--- config.mk ---
export PLATFORM = sky130hd
export DESIGN_NAME = deadline_timer_bank
export DESIGN_NICKNAME = d
export VERILOG_FILES = /design/src/hw/rtl/dtb_pkg.sv /design/src/hw/rtl/deadline_timer_bank.sv /design/src/hw/rtl/dtb_alu.sv /design/src/hw/rtl/dtb_free_find.sv
export SDC_FILE = /design/constraint.sdc
export NUM_CORES = 1
export LEC_CHECK = 0
export BUFFER_PORTS_ARGS = -buffer_cell sky130_fd_sc_hd__buf_2
export CORE_MARGIN = 8
export CORE_UTILIZATION = 57
export CTS_BUF_LIST = sky130_fd_sc_hd__clkbuf_4
export DETAILED_ROUTE_END_ITERATION = 10
export PLACE_DENSITY = 0.78
export SKIP_CTS_REPAIR_TIMING = 1
export SLEW_MARGIN = 20
export SYNTH_ARGS = -nofsm -noshare
export SYNTH_HDL_FRONTEND = slang
export SYNTH_SLANG_ARGS = --single-unit
--- constraint.sdc ---
create_clock -name clk -period 7 [get_ports clk]
set_clock_uncertainty 0.1 [all_clocks]
set_input_delay 1.05 -clock clk [delete_from_list [all_inputs] [get_ports clk]]
set_output_delay 1.05 -clock clk [all_outputs]
set_load 0.01 [all_outputs]
--- src/hw/rtl/dtb_pkg.sv ---
package dtb_pkg;

  localparam int NUM_SLOTS = 4;
  localparam int SLOT_W = (NUM_SLOTS > 1) ? $clog2(NUM_SLOTS) : 1;

  typedef enum logic [1:0] {
    CMD_ARM_ONESHOT  = 2'd0,
    CMD_ARM_PERIODIC = 2'd1,
    CMD_CANCEL       = 2'd2,
    CMD_DISPATCH     = 2'd3
  } cmd_code_t;

  typedef enum logic [1:0] {
    KIND_ARMED   = 2'd0,
    KIND_FULL    = 2'd1,
    KIND_EXPIRED = 2'd2
  } kind_t;

  typedef struct packed {
    cmd_code_t   command;
    logic [31:0] current_time;
    logic [31:0] interval;
    logic [7:0]  slot_select;
    logic [7:0]  callback_tag;
  } item_t;

  typedef struct packed {
    kind_t      result_kind;
    logic [1:0] slot_index;
    logic [7:0] owner_tag;
    logic       last;
  } result_t;

  typedef enum logic {
    ALU_ADD = 1'b0,
    ALU_SUB = 1'b1
  } alu_op_t;

  typedef struct packed {
    alu_op_t     op;
    logic [31:0] a;
    logic [31:0] b;
  } alu_req_t;

  typedef struct packed {
    logic              found;
    logic [SLOT_W-1:0] slot;
  } free_t;

  function automatic logic [1:0] slot_to_index(logic [SLOT_W-1:0] s);
    logic [31:0] w;
    w = 32'(s);
    return w[1:0];
  endfunction

endpackage

--- src/hw/rtl/deadline_timer_bank.sv ---
// deadline_timer_bank: a bank of NUM_SLOTS deadline timers under command control.
// Command channel: item is taken at a rising edge with start high and busy low.
// Result channel: result_strobe marks each result beat for exactly one cycle;
// the receiver cannot stall, so every beat must be taken when it is shown.
// Arm (one-shot or periodic): the item is registered into the arm state, which
// then registers one beat (armed or full), marked last.
// Cancel: handled at acceptance, busy never rises, no beat.
// Dispatch: busy while slots are checked and the final beat is flushed; each
// slot is visited once by the shared 32-bit add/subtract unit, which also
// takes one extra pass per due periodic slot to advance its due
// time. Expired beats come out in ascending slot order, the final one last.
// One item is in flight at a time; the sequencer and the single adder set the
// rate. Reset frees every slot and returns the block to idle at once.
module deadline_timer_bank (
  input  logic             clk,
  input  logic             rst,
  input  logic             start,
  output logic             busy,
  input  dtb_pkg::item_t   item,
  output logic             result_strobe,
  output dtb_pkg::result_t result
);
  import dtb_pkg::*;

  typedef enum logic [4:0] {
    ST_IDLE    = 5'b00001,
    ST_ARM     = 5'b00010,
    ST_CHECK   = 5'b00100,
    ST_ADVANCE = 5'b01000,
    ST_FLUSH   = 5'b10000
  } state_t;

  state_t               state;
  item_t                req;
  logic [NUM_SLOTS-1:0] active;
  logic [NUM_SLOTS-1:0] periodic;
  logic [31:0]          due    [NUM_SLOTS];
  logic [31:0]          period [NUM_SLOTS];
  logic [7:0]           tag    [NUM_SLOTS];
  logic [SLOT_W-1:0]    idx;
  logic                 pend_valid;
  logic [SLOT_W-1:0]    pend_slot;
  logic [7:0]           pend_tag;

  alu_req_t    alu_in;
  logic [31:0] alu_y;
  free_t       free;
  logic        hit;
  logic        last_slot;

  dtb_alu u_alu (
    .req (alu_in),
    .y   (alu_y)
  );

  dtb_free_find u_free (
    .active (active),
    .free   (free)
  );

  always_comb begin
    alu_in.op = ALU_ADD;
    alu_in.a  = req.current_time;
    alu_in.b  = req.interval;
    case (state)
      ST_CHECK: begin
        alu_in.op = ALU_SUB;
        alu_in.b  = due[idx];
      end
      ST_ADVANCE: begin
        alu_in.a = due[idx];
        alu_in.b = period[idx];
      end
      default: ;
    endcase
  end

  assign hit       = active[idx] && !alu_y[31];
  assign last_slot = (idx == SLOT_W'(NUM_SLOTS - 1));
  assign busy      = (state != ST_IDLE);

  always_ff @(posedge clk) begin
    if (rst) begin
      state         <= ST_IDLE;
      active        <= '0;
      pend_valid    <= 1'b0;
      result_strobe <= 1'b0;
    end else begin
      result_strobe <= 1'b0;
      case (state)
        ST_IDLE: begin
          if (start) begin
            req <= item;
            case (item.command)
              CMD_ARM_ONESHOT, CMD_ARM_PERIODIC: begin
                state <= ST_ARM;
              end
              CMD_CANCEL: begin
                if (item.slot_select < 8'(NUM_SLOTS)) begin
                  active[item.slot_select[SLOT_W-1:0]] <= 1'b0;
                end
              end
              CMD_DISPATCH: begin
                idx        <= '0;
                pend_valid <= 1'b0;
                state      <= ST_CHECK;
              end
              default: ;
            endcase
          end
        end
        ST_ARM: begin
          result_strobe      <= 1'b1;
          result.owner_tag   <= req.callback_tag;
          result.last        <= 1'b1;
          if (free.found) begin
            active[free.slot]   <= 1'b1;
            periodic[free.slot] <= (req.command == CMD_ARM_PERIODIC);
            due[free.slot]      <= alu_y;
            period[free.slot]   <= (req.command == CMD_ARM_PERIODIC) ? req.interval : '0;
            tag[free.slot]      <= req.callback_tag;
            result.result_kind  <= KIND_ARMED;
            result.slot_index   <= slot_to_index(free.slot);
          end else begin
            result.result_kind <= KIND_FULL;
            result.slot_index  <= '0;
          end
          state <= ST_IDLE;
        end
        ST_CHECK: begin
          if (hit) begin
            if (pend_valid) begin
              result_strobe      <= 1'b1;
              result.result_kind <= KIND_EXPIRED;
              result.slot_index  <= slot_to_index(pend_slot);
              result.owner_tag   <= pend_tag;
              result.last        <= 1'b0;
            end
            pend_valid <= 1'b1;
            pend_slot  <= idx;
            pend_tag   <= tag[idx];
          end
          if (hit && periodic[idx]) begin
            state <= ST_ADVANCE;
          end else begin
            if (hit) begin
              active[idx] <= 1'b0;
            end
            if (last_slot) begin
              state <= ST_FLUSH;
            end else begin
              idx <= idx + SLOT_W'(1);
            end
          end
        end
        ST_ADVANCE: begin
          due[idx] <= alu_y;
          if (last_slot) begin
            state <= ST_FLUSH;
          end else begin
            idx   <= idx + SLOT_W'(1);
            state <= ST_CHECK;
          end
        end
        ST_FLUSH: begin
          if (pend_valid) begin
            result_strobe      <= 1'b1;
            result.result_kind <= KIND_EXPIRED;
            result.slot_index  <= slot_to_index(pend_slot);
            result.owner_tag   <= pend_tag;
            result.last        <= 1'b1;
          end
          pend_valid <= 1'b0;
          state      <= ST_IDLE;
        end
        default: begin
          state <= ST_IDLE;
        end
      endcase
    end
  end

endmodule

--- src/hw/rtl/dtb_alu.sv ---
module dtb_alu (
  input  dtb_pkg::alu_req_t req,
  output logic [31:0]       y
);
  import dtb_pkg::*;

  always_comb begin
    if (req.op == ALU_SUB) begin
      y = req.a - req.b;
    end else begin
      y = req.a + req.b;
    end
  end

endmodule

--- src/hw/rtl/dtb_free_find.sv ---
module dtb_free_find (
  input  logic [dtb_pkg::NUM_SLOTS-1:0] active,
  output dtb_pkg::free_t                free
);
  import dtb_pkg::*;

  // Pick the lowest free slot.
  always_comb begin
    free.found = 1'b0;
    free.slot  = '0;
    for (int i = NUM_SLOTS - 1; i >= 0; i--) begin
      if (!active[i]) begin
        free.found = 1'b1;
        free.slot  = SLOT_W'(i);
      end
    end
  end

endmodule

Word level (Yosys, flattened, before mapping)
Memory sizes are Yosys's and may differ from the RTL's. A register that Yosys moved wholly into a read port is not among the register bits.
Cells that the tools add are included.
{"block": "word_totals", "reg_bits": 106, "ram_bits": 288, "in_bits": 85, "output_inout_bits": 15, "word_cells": 139, "memories": 3}
{"name": "due", "words": 4, "word_bits": 32, "read_ports": 1, "rd_ports_with_merged_regs": 1, "wr": 1, "line_no": "deadline_timer_bank.sv:37", "source": "logic [31:0] due [NUM_SLOTS];"}
{"name": "period", "words": 4, "word_bits": 32, "read_ports": 1, "rd_ports_with_merged_regs": 1, "wr": 1, "line_no": "deadline_timer_bank.sv:38", "source": "logic [31:0] period [NUM_SLOTS];"}
{"name": "tag", "words": 4, "word_bits": 8, "read_ports": 1, "rd_ports_with_merged_regs": 1, "wr": 1, "line_no": "deadline_timer_bank.sv:39", "source": "logic [7:0] tag [NUM_SLOTS];"}
{"block": "op_classes", "n_addsub": 3, "n_lt_le_gt_ge": 7, "eq_ne": 22, "n_mux": 62, "n_bitwise": 6, "n_reduce_logical": 21}
{"op": "two-way mux 32 bit", "n": 4}
{"op": "one-hot mux 32 bit (2 select lines)", "n": 1}
{"op": "two-way mux 13 bit", "n": 3}
{"op": "one-hot mux 13 bit (3 select lines)", "n": 1}
{"op": "adder 32 bit", "n": 1}
{"op": "OR reduction 32 bit", "n": 1}
{"op": "subtractor 32 bit", "n": 1}
{"op": "two-way mux 4 bit", "n": 6}
{"op": "two-way mux 5 bit", "n": 4}
{"op": "two-way mux 1 bit", "n": 19}
{"op": "two-way mux 3 bit", "n": 5}
{"op": "one-hot mux 5 bit (3 select lines)", "n": 1}
{"op": "two-way mux 2 bit", "n": 7}
{"op": "inequality test 2 bit, second input constant", "n": 7}
{"op": "one-hot mux 4 bit (3 select lines)", "n": 1}
{"op": "AND reduction 3 bit", "n": 4}
{"op": "nonzero test 3 bit", "n": 4}
{"op": "one-hot mux 5 bit (2 select lines)", "n": 1}
{"op": "AND reduction 5 bit", "n": 2}
{"op": "< comparator 2 x 3 -> 1 bit, second input constant", "n": 3}
{"op": "bitwise AND 4 bit", "n": 2}
{"op": "< comparator 8 x 3 -> 1 bit, second input constant", "n": 1}
{"op": "NOT 4 bit", "n": 2}
{"op": "AND reduction 7 bit", "n": 1}
{"op": "25 further kinds", "n": 39}

Depth between registers and ports, before layout
Gate-level depths: netlist (run 1).
{"block": "depth", "ltp_word": 11, "ltp_mapped": 25, "ltp_nobuf": 22}

Modules after synthesis
A second synthesis (run 1) with hierarchy kept.
{"block": "hier_totals", "hier_cells": 1243, "hier_area_um2": 18191.2}
{"module": "deadline_timer_bank", "instances": 1, "cells_per_inst": 894, "area_per_inst_um2": 15755.1, "seq_area_each_um2": 12001.5}
{"module": "dtb_alu", "instances": 1, "cells_per_inst": 344, "area_per_inst_um2": 2407.3, "seq_area_each_um2": 0.0}
{"module": "dtb_free_find", "instances": 1, "cells_per_inst": 5, "area_per_inst_um2": 28.8, "seq_area_each_um2": 0.0}

Least setup slack after synthesis (run 1)
OpenSTA, ideal clock, no wires.
{"block": "synth_path", "kind": "input to register", "startpoint": "input port rst", "endpoint": "register req[0] (netlist bit), enable pin", "setup_ps": 598, "arrival_time_ps": 6473, "required_ps": 6302, "slack_ps": -170, "stages": 3, "n_path_buf": 2, "cell_sequence": "buf_1 > clkbuf_1 > nor3_1"}
{"block": "synth_via", "elab_chain_len": 2}
{"item": "start: declaration", "line_no": "deadline_timer_bank.sv:16", "source": "input logic rst,"}
{"item": "NOT 1 bit (no source line)"}
{"item": "AND reduction 3 bit (no source line)"}
{"item": "end signal: assignment", "line_no": "deadline_timer_bank.sv:93", "source": "req <= item;"}
{"item": "end: declaration", "line_no": "deadline_timer_bank.sv:34", "source": "item_t req;"}
No other way between the ends.
A chain may end at the register's enable or synchronous reset.

==> out/results.tsv, run 1 <==
stage	metric	value	unit
status	status	finished, final reports clean	
final_layout	Fillers	2205	
logic_synthesis	count leader, synth	edfxtp_1	
grt	all-layer global routing usage	22.9	%
job	MaxCap Viol Count	0	
placement	Post-DP HPWL	28800	um
logic_synthesis	Async SR Flop Fraction	0	%
final_layout	multi-input logic area	6120	sq um
floorplanning	Initial Util	58.0	%
floorplanning	die area	38200	sq um
logic_synthesis	Mapped Area	18400	sq um
placement	IO buf count	99	
logic_synthesis	EDFF count, synth	391	
sta	relative slew slack	34.0	%
sta	Tcrit/Tclk final	96.3	%
sta	final-report hold violation count	0	
logic_synthesis	largest cells by area after synthesis	edfxtp_1 (64%), mux4_2 (9.1%), nand2_1 (3.8%)	
logic_synthesis	syn_area_per_cell	14.5	sq um
clocking	clk sinks	404	
pwr	Final Total Pwr	5.55	mW
logic_synthesis	area leader, netlist	edfxtp_1	
hold_path	Min-Delay Path Class	input pin to register	
drt	uppermost layer routed	met4	
worst_setup_path	Critical Path AT	7.31	ns
drt	routed vias/inst	6.24	
sta	setup TNS	0	ns
floorplanning	Core Area	31600	sq um
drt	# DRC	0	
logic_synthesis	Cells after Synth	1262	
worst_setup_path	Crit path largest cell delay	0.62	ns
worst_setup_path	Worst Path Max Fanout	17	
final_layout	Final Net Count	1569	
pwr	cell leakage power	7.66	nW
clocking	Clock Latency Late Sink	0.80	ns
pwr	Pwr Density	265	nW/um^2
worst_setup_path	crit path buf inv count	1	
worst_setup_path	reg2reg setup slack	0.26	ns
logic_synthesis	Netlist cell types	78	
worst_setup_path	critical path cell sequence	buf_12, mux4_2, o311a_1, a31oi_1, nand4_1, or4_1, nand3b_4, or3_4, nor3b_2, o21ai_1, o31ai_1, ha_1, a21oi_1, o21bai_1, a21o_1, a2111oi_1, o32a_1, o31ai_4, xnor2_2, a41oi_1, o21ba_2, mux2_1	
clocking	clk slew on worst S/H paths	0.07	ns
worst_setup_path	Setup CP Type	register to register	
logic_synthesis	Synth Warn #	0	
pwr	maximum vdd drop	129	uV
worst_setup_path	Critical Path RT	7.57	ns
clocking	Clk Tree Root Cell	clkbuf_4	
worst_setup_path	startpoint types	register	
worst_setup_path	family with the most delay on the worst path	compound AO/OA/AOI/OAI gates	
drt	DR WL/cell	22.7	um
drt	metal3 WL	4110	um
grt	initial antenna violation count	1	
sta	Worst Tran Pin Value	0.990	ns
hold_path	Hold Crit Start	item[0]	
sta	fin crit period	6.74	ns
grt	largest net degree at the start of global routing	55	
floorplanning	Rows	65	
clocking	CTS Buffer Depth	3	
logic_synthesis	syn nets	1380	
placement	RD Place Congestion	0.906	
logic_synthesis	Seq/Total Area, Yosys	65.4	%
clocking	Inserted Clock Buffers	101	
clocking	CTS tree	yes	
grt	vias in the first global route	12200	
worst_setup_path	critical path's slowest cell	or4_1	
logic_synthesis	Synth top area share	63.9	%
clocking	H-tree Lvls	3	
drt	final WL	43900	um
floorplanning	Die Width	195	um
drt	via count	12100	
final_layout	area growth from synthesis to layout	14.1	%
grt	first-pass GRT wire length	67400	um
logic_synthesis	Top FF cell, synth	edfxtp_1	
final_layout	Seq. cell area	12000	sq um
drt	TritonRoute pass-1 iters	6	
drt	post-route ant nets	0	
logic_synthesis	register bit total from synthesis	404	
sta	Final Max Tran Viols	0	
floorplanning	Chip Height	195	um
grt	GRT overflow	0	
final_layout	share of cells above drive strength 1	27.4	%
drt	DRT iter0 DRCs	1282	
logic_synthesis	Commonest cells post-synth	edfxtp_1 (391), nand2_1 (188), mux4_2 (74), a21oi_1 (58), clkbuf_1 (47)	
drt	Metal-1 WL	17500	um
floorplanning	I/O pin count	100	
sta	final setup violation count	0	
drt	met2 wire length	21200	um
sta	Max Freq	148	MHz
worst_setup_path	crit end category	register	
-- stage by stage --
stage | util (%) | setup WS (ns) | hold WS (ns) | cell area [sq um] | instances
6_report | 66.2 | 0.260 | 0.320 | 21000 | 1934
5_1_grt | 66.2 | -0.286 | 0.254 | 21000 | 1931
4_1_cts | 65.9 | 0.183 | 0.238 | 20900 | 1924
3_5_place_dp | 61.7 | 0.240 | 0.401 | 19500 | 1744
3_3_place_gp | 61.7 | 0.376 | 0.388 | 19500 | 1743
2_1_floorplan | - | 0.214 | 0.324 | 18400 | 1262
-- flip-flops by register name, summed over array words and instances (netlist names), named ones only --
name           count
state              5
due              128
pend_valid         1
pend_tag           8
result_strobe      1
tag               32
pend_slot          2
idx                2
req               74
result            13
period           128
periodic           4
active             4
-- path summary, 6_finish.rpt --
| path | to | cells past startpoint |
|---|---|---|
| max | register | 22 |
| min | req[0] | 1 |
| max reg2reg | register | 22 |
| min reg2reg | result[7] | 2 |
-- kinds of logic after synthesis --
kind of cell / synth area share [%]
AO/OA/AOI/OAI: 7.95
XOR/XNOR: 2.48
adder cells (fa/ha/maj): 2.29
buffers and inverters: 2.00
flip-flops: 65.4
multiplexers: 9.64
AND/OR/NAND/NOR: 10.3
-- report_power, final --
group,internal [mW],switching [mW],total [mW],leakage (nW)
Clock,1.07,0.927,2.00,0.776
Sequential,2.79,0.0356,2.82,3.67
Combinational,0.279,0.453,0.731,3.22
Total,4.14,1.42,5.55,7.66
-- routing by layer --
metal,vias up,track usage [%]
met1,5922,30.4
met3,93,4.97
met5,-,0
li1,5346,-
met2,700,36.8
met4,0,8.62
-- layout make-up --
cell class	instances	area share, %
diodes	4	0.0478
multi-input cells	772	29.2
clock inverters	33	1.03
repair buffers	149	4.33
well taps	402	2.40
inverters	23	0.412
flip-flops and latches	404	57.3
clock buffers	147	5.27
-- cells in the final DEF (no fill, tap or decap), types with 5 or more instances in the layout --
| cell | n |
|---|---|
| nor2b_1 | 5 |
| buf_2 | 99 |
| o21ai_1 | 5 |
| xor2_1 | 14 |
| nand3_1 | 9 |
| mux2i_1 | 7 |
| and3_1 | 27 |
| nand2b_1 | 6 |
| a21oi_1 | 58 |
| o211ai_1 | 7 |
| nor3_2 | 5 |
| o31ai_1 | 6 |
| buf_4 | 47 |
| o21bai_1 | 5 |
| nor2_1 | 44 |
| nand4_1 | 9 |
| inv_1 | 23 |
| xnor2_1 | 36 |
| nor3_1 | 12 |
| nor4_1 | 5 |
| a31oi_1 | 11 |
| dfxtp_1 | 11 |
| o21ai_0 | 28 |
| a21o_1 | 19 |
| clkinv_1 | 24 |
| and2_1 | 36 |
| edfxtp_1 | 391 |
| nand2_1 | 187 |
| a22oi_1 | 14 |
| mux4_2 | 74 |
| clkbuf_4 | 147 |
| ha_1 | 32 |
| a221oi_1 | 12 |
| a211oi_1 | 5 |
No activity file was read; power rests on OpenSTA's default activity.
==> run 2: changes to the inputs <==
--- a/config.mk
+++ b/config.mk
@@ -15,4 +15,5 @@
 export SLEW_MARGIN = 20
 export SYNTH_ARGS = -nofsm -noshare
 export SYNTH_HDL_FRONTEND = slang
+export SYNTH_HIERARCHICAL = 1
 export SYNTH_SLANG_ARGS = --single-unit
==> run 2 against run 1 <==
- die area fell by 0.85%
- synthesized cell count fell by 1.5%
- setup slack improved by 0.33 ns
- final area fell by 2.3%
- first-iteration DRC count fell by 26%
- clock power fell by 4%
- combinational power fell by 39%
- critical path type unchanged
- largest cell class unchanged
==> out/results.tsv, run 2 <==
stage	metric	value	unit	change
clocking	Clock Latency Late Sink	0.77	ns	-0.03 ns
worst_setup_path	Setup CP Type	register to register		
final_layout	fin util	65.1	%	-1.2 points
final_layout	area growth from synthesis to layout	12.6	%	
placement	Post-DP HPWL	26300	um	-8.6%
drt	TritonRoute pass-1 iters	5		-1
pwr	cell leakage power	7.41	nW	-3.3%
job	MaxCap Viol Count	0		unchanged
placement	RD Place Congestion	0.930		+2.6%
grt	all-layer global routing usage	21.5	%	-1.4 points
floorplanning	Rows	65		unchanged
final_layout	share of cells above drive strength 1	26.2	%	-1.2 points
sta	setup TNS	0	ns	unchanged
logic_synthesis	EDFF count, synth	391		unchanged
logic_synthesis	Cells after Synth	1243		-1.5%
logic_synthesis	Commonest cells post-synth	edfxtp_1 (391), nand2_1 (212), mux4_2 (73), a21oi_1 (56), xnor2_1 (49)		
sta	Tcrit/Tclk final	91.6	%	-4.7 points
worst_setup_path	Reg2Reg Depth	26		+18%
final_layout	commonest non-fill, non-tap cells in the layout	edfxtp_1 (391), nand2_1 (212), clkbuf_4 (136)		
drt	# DRC	0		unchanged
clocking	CTS tree	yes		
logic_synthesis	syn_area_per_cell	14.6	sq um	+0.59%
final_layout	most common cell after layout, fill and taps aside	edfxtp_1		
sta	final-report hold violation count	0		unchanged
clocking	clk slew on worst S/H paths	0.07	ns	about the same
floorplanning	I/O pin count	100		unchanged
grt	first-pass GRT wire length	63300	um	-6.2%
logic_synthesis	syn nets	1361		-1.4%
drt	DRT iter0 DRCs	946		-26%
sta	Worst Tran Pin Value	1.05	ns	+0.0599 ns
clocking	H-tree Lvls	3		unchanged
drt	DR WL/cell	21.6	um	-4.9%
worst_setup_path	Critical Path RT	7.53	ns	-0.04 ns
grt	vias in the first global route	11700		-4.6%
hold_path	worst hold path stage count	1		unchanged
grt	initial antenna violation count	2		+1
sta	final setup violation count	0		unchanged
status	status	finished, final reports clean		
floorplanning	die area	37900	sq um	-0.85%
floorplanning	Core Area	31500	sq um	-0.51%
worst_setup_path	reg2reg setup slack	0.59	ns	+0.33 ns
logic_synthesis	register bit total from synthesis	404		unchanged
logic_synthesis	Synth Warn #	6		+6
sta	relative slew slack	29.9	%	-4.1 points
logic_synthesis	area leader, netlist	edfxtp_1		
floorplanning	Die Width	195	um	-0.43%
placement	IO buf count	99		unchanged
logic_synthesis	largest cells by area after synthesis	edfxtp_1 (65%), mux4_2 (9.0%), nand2_1 (4.4%)		
clocking	Inserted Clock Buffers	98		-3.0%
logic_synthesis	Synth top area share	64.5	%	+0.60 points
floorplanning	Initial Util	57.8	%	-0.24 points
logic_synthesis	Seq/Total Area, Yosys	66.0	%	+0.61 points
logic_synthesis	Async SR Flop Fraction	0	%	unchanged
drt	final WL	40800	um	-7.1%
sta	Final Max Tran Viols	0		unchanged
final_layout	top flop regs	due: 128 flops, period: 128 flops, req: 74 flops		
drt	routed vias/inst	5.96		-4.4%
logic_synthesis	Netlist cell types	83		+6.4%
worst_setup_path	Worst Path Max Fanout	17		unchanged
worst_setup_path	startpoint types	register		
pwr	maximum vdd drop	174	uV	+35%
sta	Max Freq	156	MHz	+5.2%
grt	GRT overflow	0		unchanged
grt	largest net degree at the start of global routing	76		+38%
final_layout	Final Net Count	1531		-2.4%
worst_setup_path	Critical Path AT	6.94	ns	-0.37 ns
sta	unrepaired setup endpoints after global routing	no		
pwr	Final Total Pwr	5.12	mW	-7.7%
floorplanning	Chip Height	195	um	-0.43%
hold_path	Min-Delay Path Class	input pin to register		
sta	fin crit period	6.41	ns	-0.331 ns
clocking	Clk Tree Root Cell	clkbuf_4		
pwr	Pwr Density	250	nW/um^2	-5.5%
worst_setup_path	crit end category	register		
logic_synthesis	Mapped Area	18200	sq um	-0.93%
logic_synthesis	Top FF cell, synth	edfxtp_1		
logic_synthesis	count leader, synth	edfxtp_1		
drt	post-route ant nets	0		unchanged
clocking	CTS Buffer Depth	3		unchanged
drt	via count	11300		-6.6%
final_layout	Fillers	2262		+2.6%
clocking	clk sinks	404		unchanged
-- run 2: path summary, 6_finish.rpt --
check / from / endpoint
min: item[4] / req[4]
max reg2reg: register / register
min reg2reg: pend_tag[3] / result[4]
max: register / register
-- run 2: layout make-up --
cell class	count	area (sq um)	area share [%]
Antenna cell	3	7.51	0.0367
Clock buffer	136	1020	4.99
Timing Repair Buffer	125	707	3.45
Sequential cell	404	12000	58.6
Clock inverter	36	234	1.14
Tap cell	402	503	2.46
Inverter	30	114	0.556
Multi-Input combinational cell	754	5880	28.7
-- run 2: layer usage --
layer / track usage, % / vias up / part of all wire, %
li1: - / 5173 / -
met1: 27.4 / 5536 / 41
met2: 35.0 / 461 / 49
met3: 5.04 / 101 / 7.0
met4: 9.76 / 0 / 3.4
met5: 0 / - / 0
-- run 2: report_power, final --
| group | total [mW] | leakage, nW | internal, mW | switching [mW] |
|---|---|---|---|---|
| Clock | 1.92 | 0.741 | 1.01 | 0.908 |
| Combinational | 0.446 | 3.02 | 0.176 | 0.270 |
| Sequential | 2.76 | 3.66 | 2.73 | 0.0248 |
| Total | 5.12 | 7.41 | 3.92 | 1.20 |
-- run 2: worst max-delay path, stage by stage, from the launching register on --
cell       delay (ns)
dfxtp_4          0.52
buf_6            0.31
mux4_2           0.57
a22oi_1          0.15
nand2_1          0.10
inv_1            0.08
nand2_1          0.08
nor3_2           0.21
nand2_1          0.09
nor2_1           0.30
a21oi_1          0.14
xnor2_1          0.15
ha_1             0.37
a21o_1           0.20
a21oi_1          0.17
o21ai_0          0.12
a2111oi_0        0.43
o22ai_1          0.16
buf_4            0.17
a31oi_1          0.22
a21oi_1          0.15
xnor2_1          0.23
nand2b_1         0.21
o22ai_4          0.30
nand2_1          0.15
o211ai_2         0.24
mux2_1           0.34
-- run 2: stage by stage --
stage | area, sq um | cells | hold slack [ns] | worst slack (ns)
2_1_floorplan | 18200 | 1243 | 0.321 | 0.906
3_3_place_gp | 19200 | 1714 | 0.402 | 0.684
3_5_place_dp | 19200 | 1714 | 0.396 | 0.569
4_1_cts | 20400 | 1886 | 0.287 | 0.517
5_1_grt | 20500 | 1890 | 0.277 | 0.0810
6_report | 20500 | 1890 | 0.363 | 0.591
-- run 2: kinds of logic after synthesis --
logic type	count (synthesis)	synth area share, %
buf+inv	85	1.96
mux	80	9.44
fa+ha+maj	33	2.31
compound gates	195	7.35
xor+xnor	59	2.88
simple gates	387	10.1
flops	404	66.0
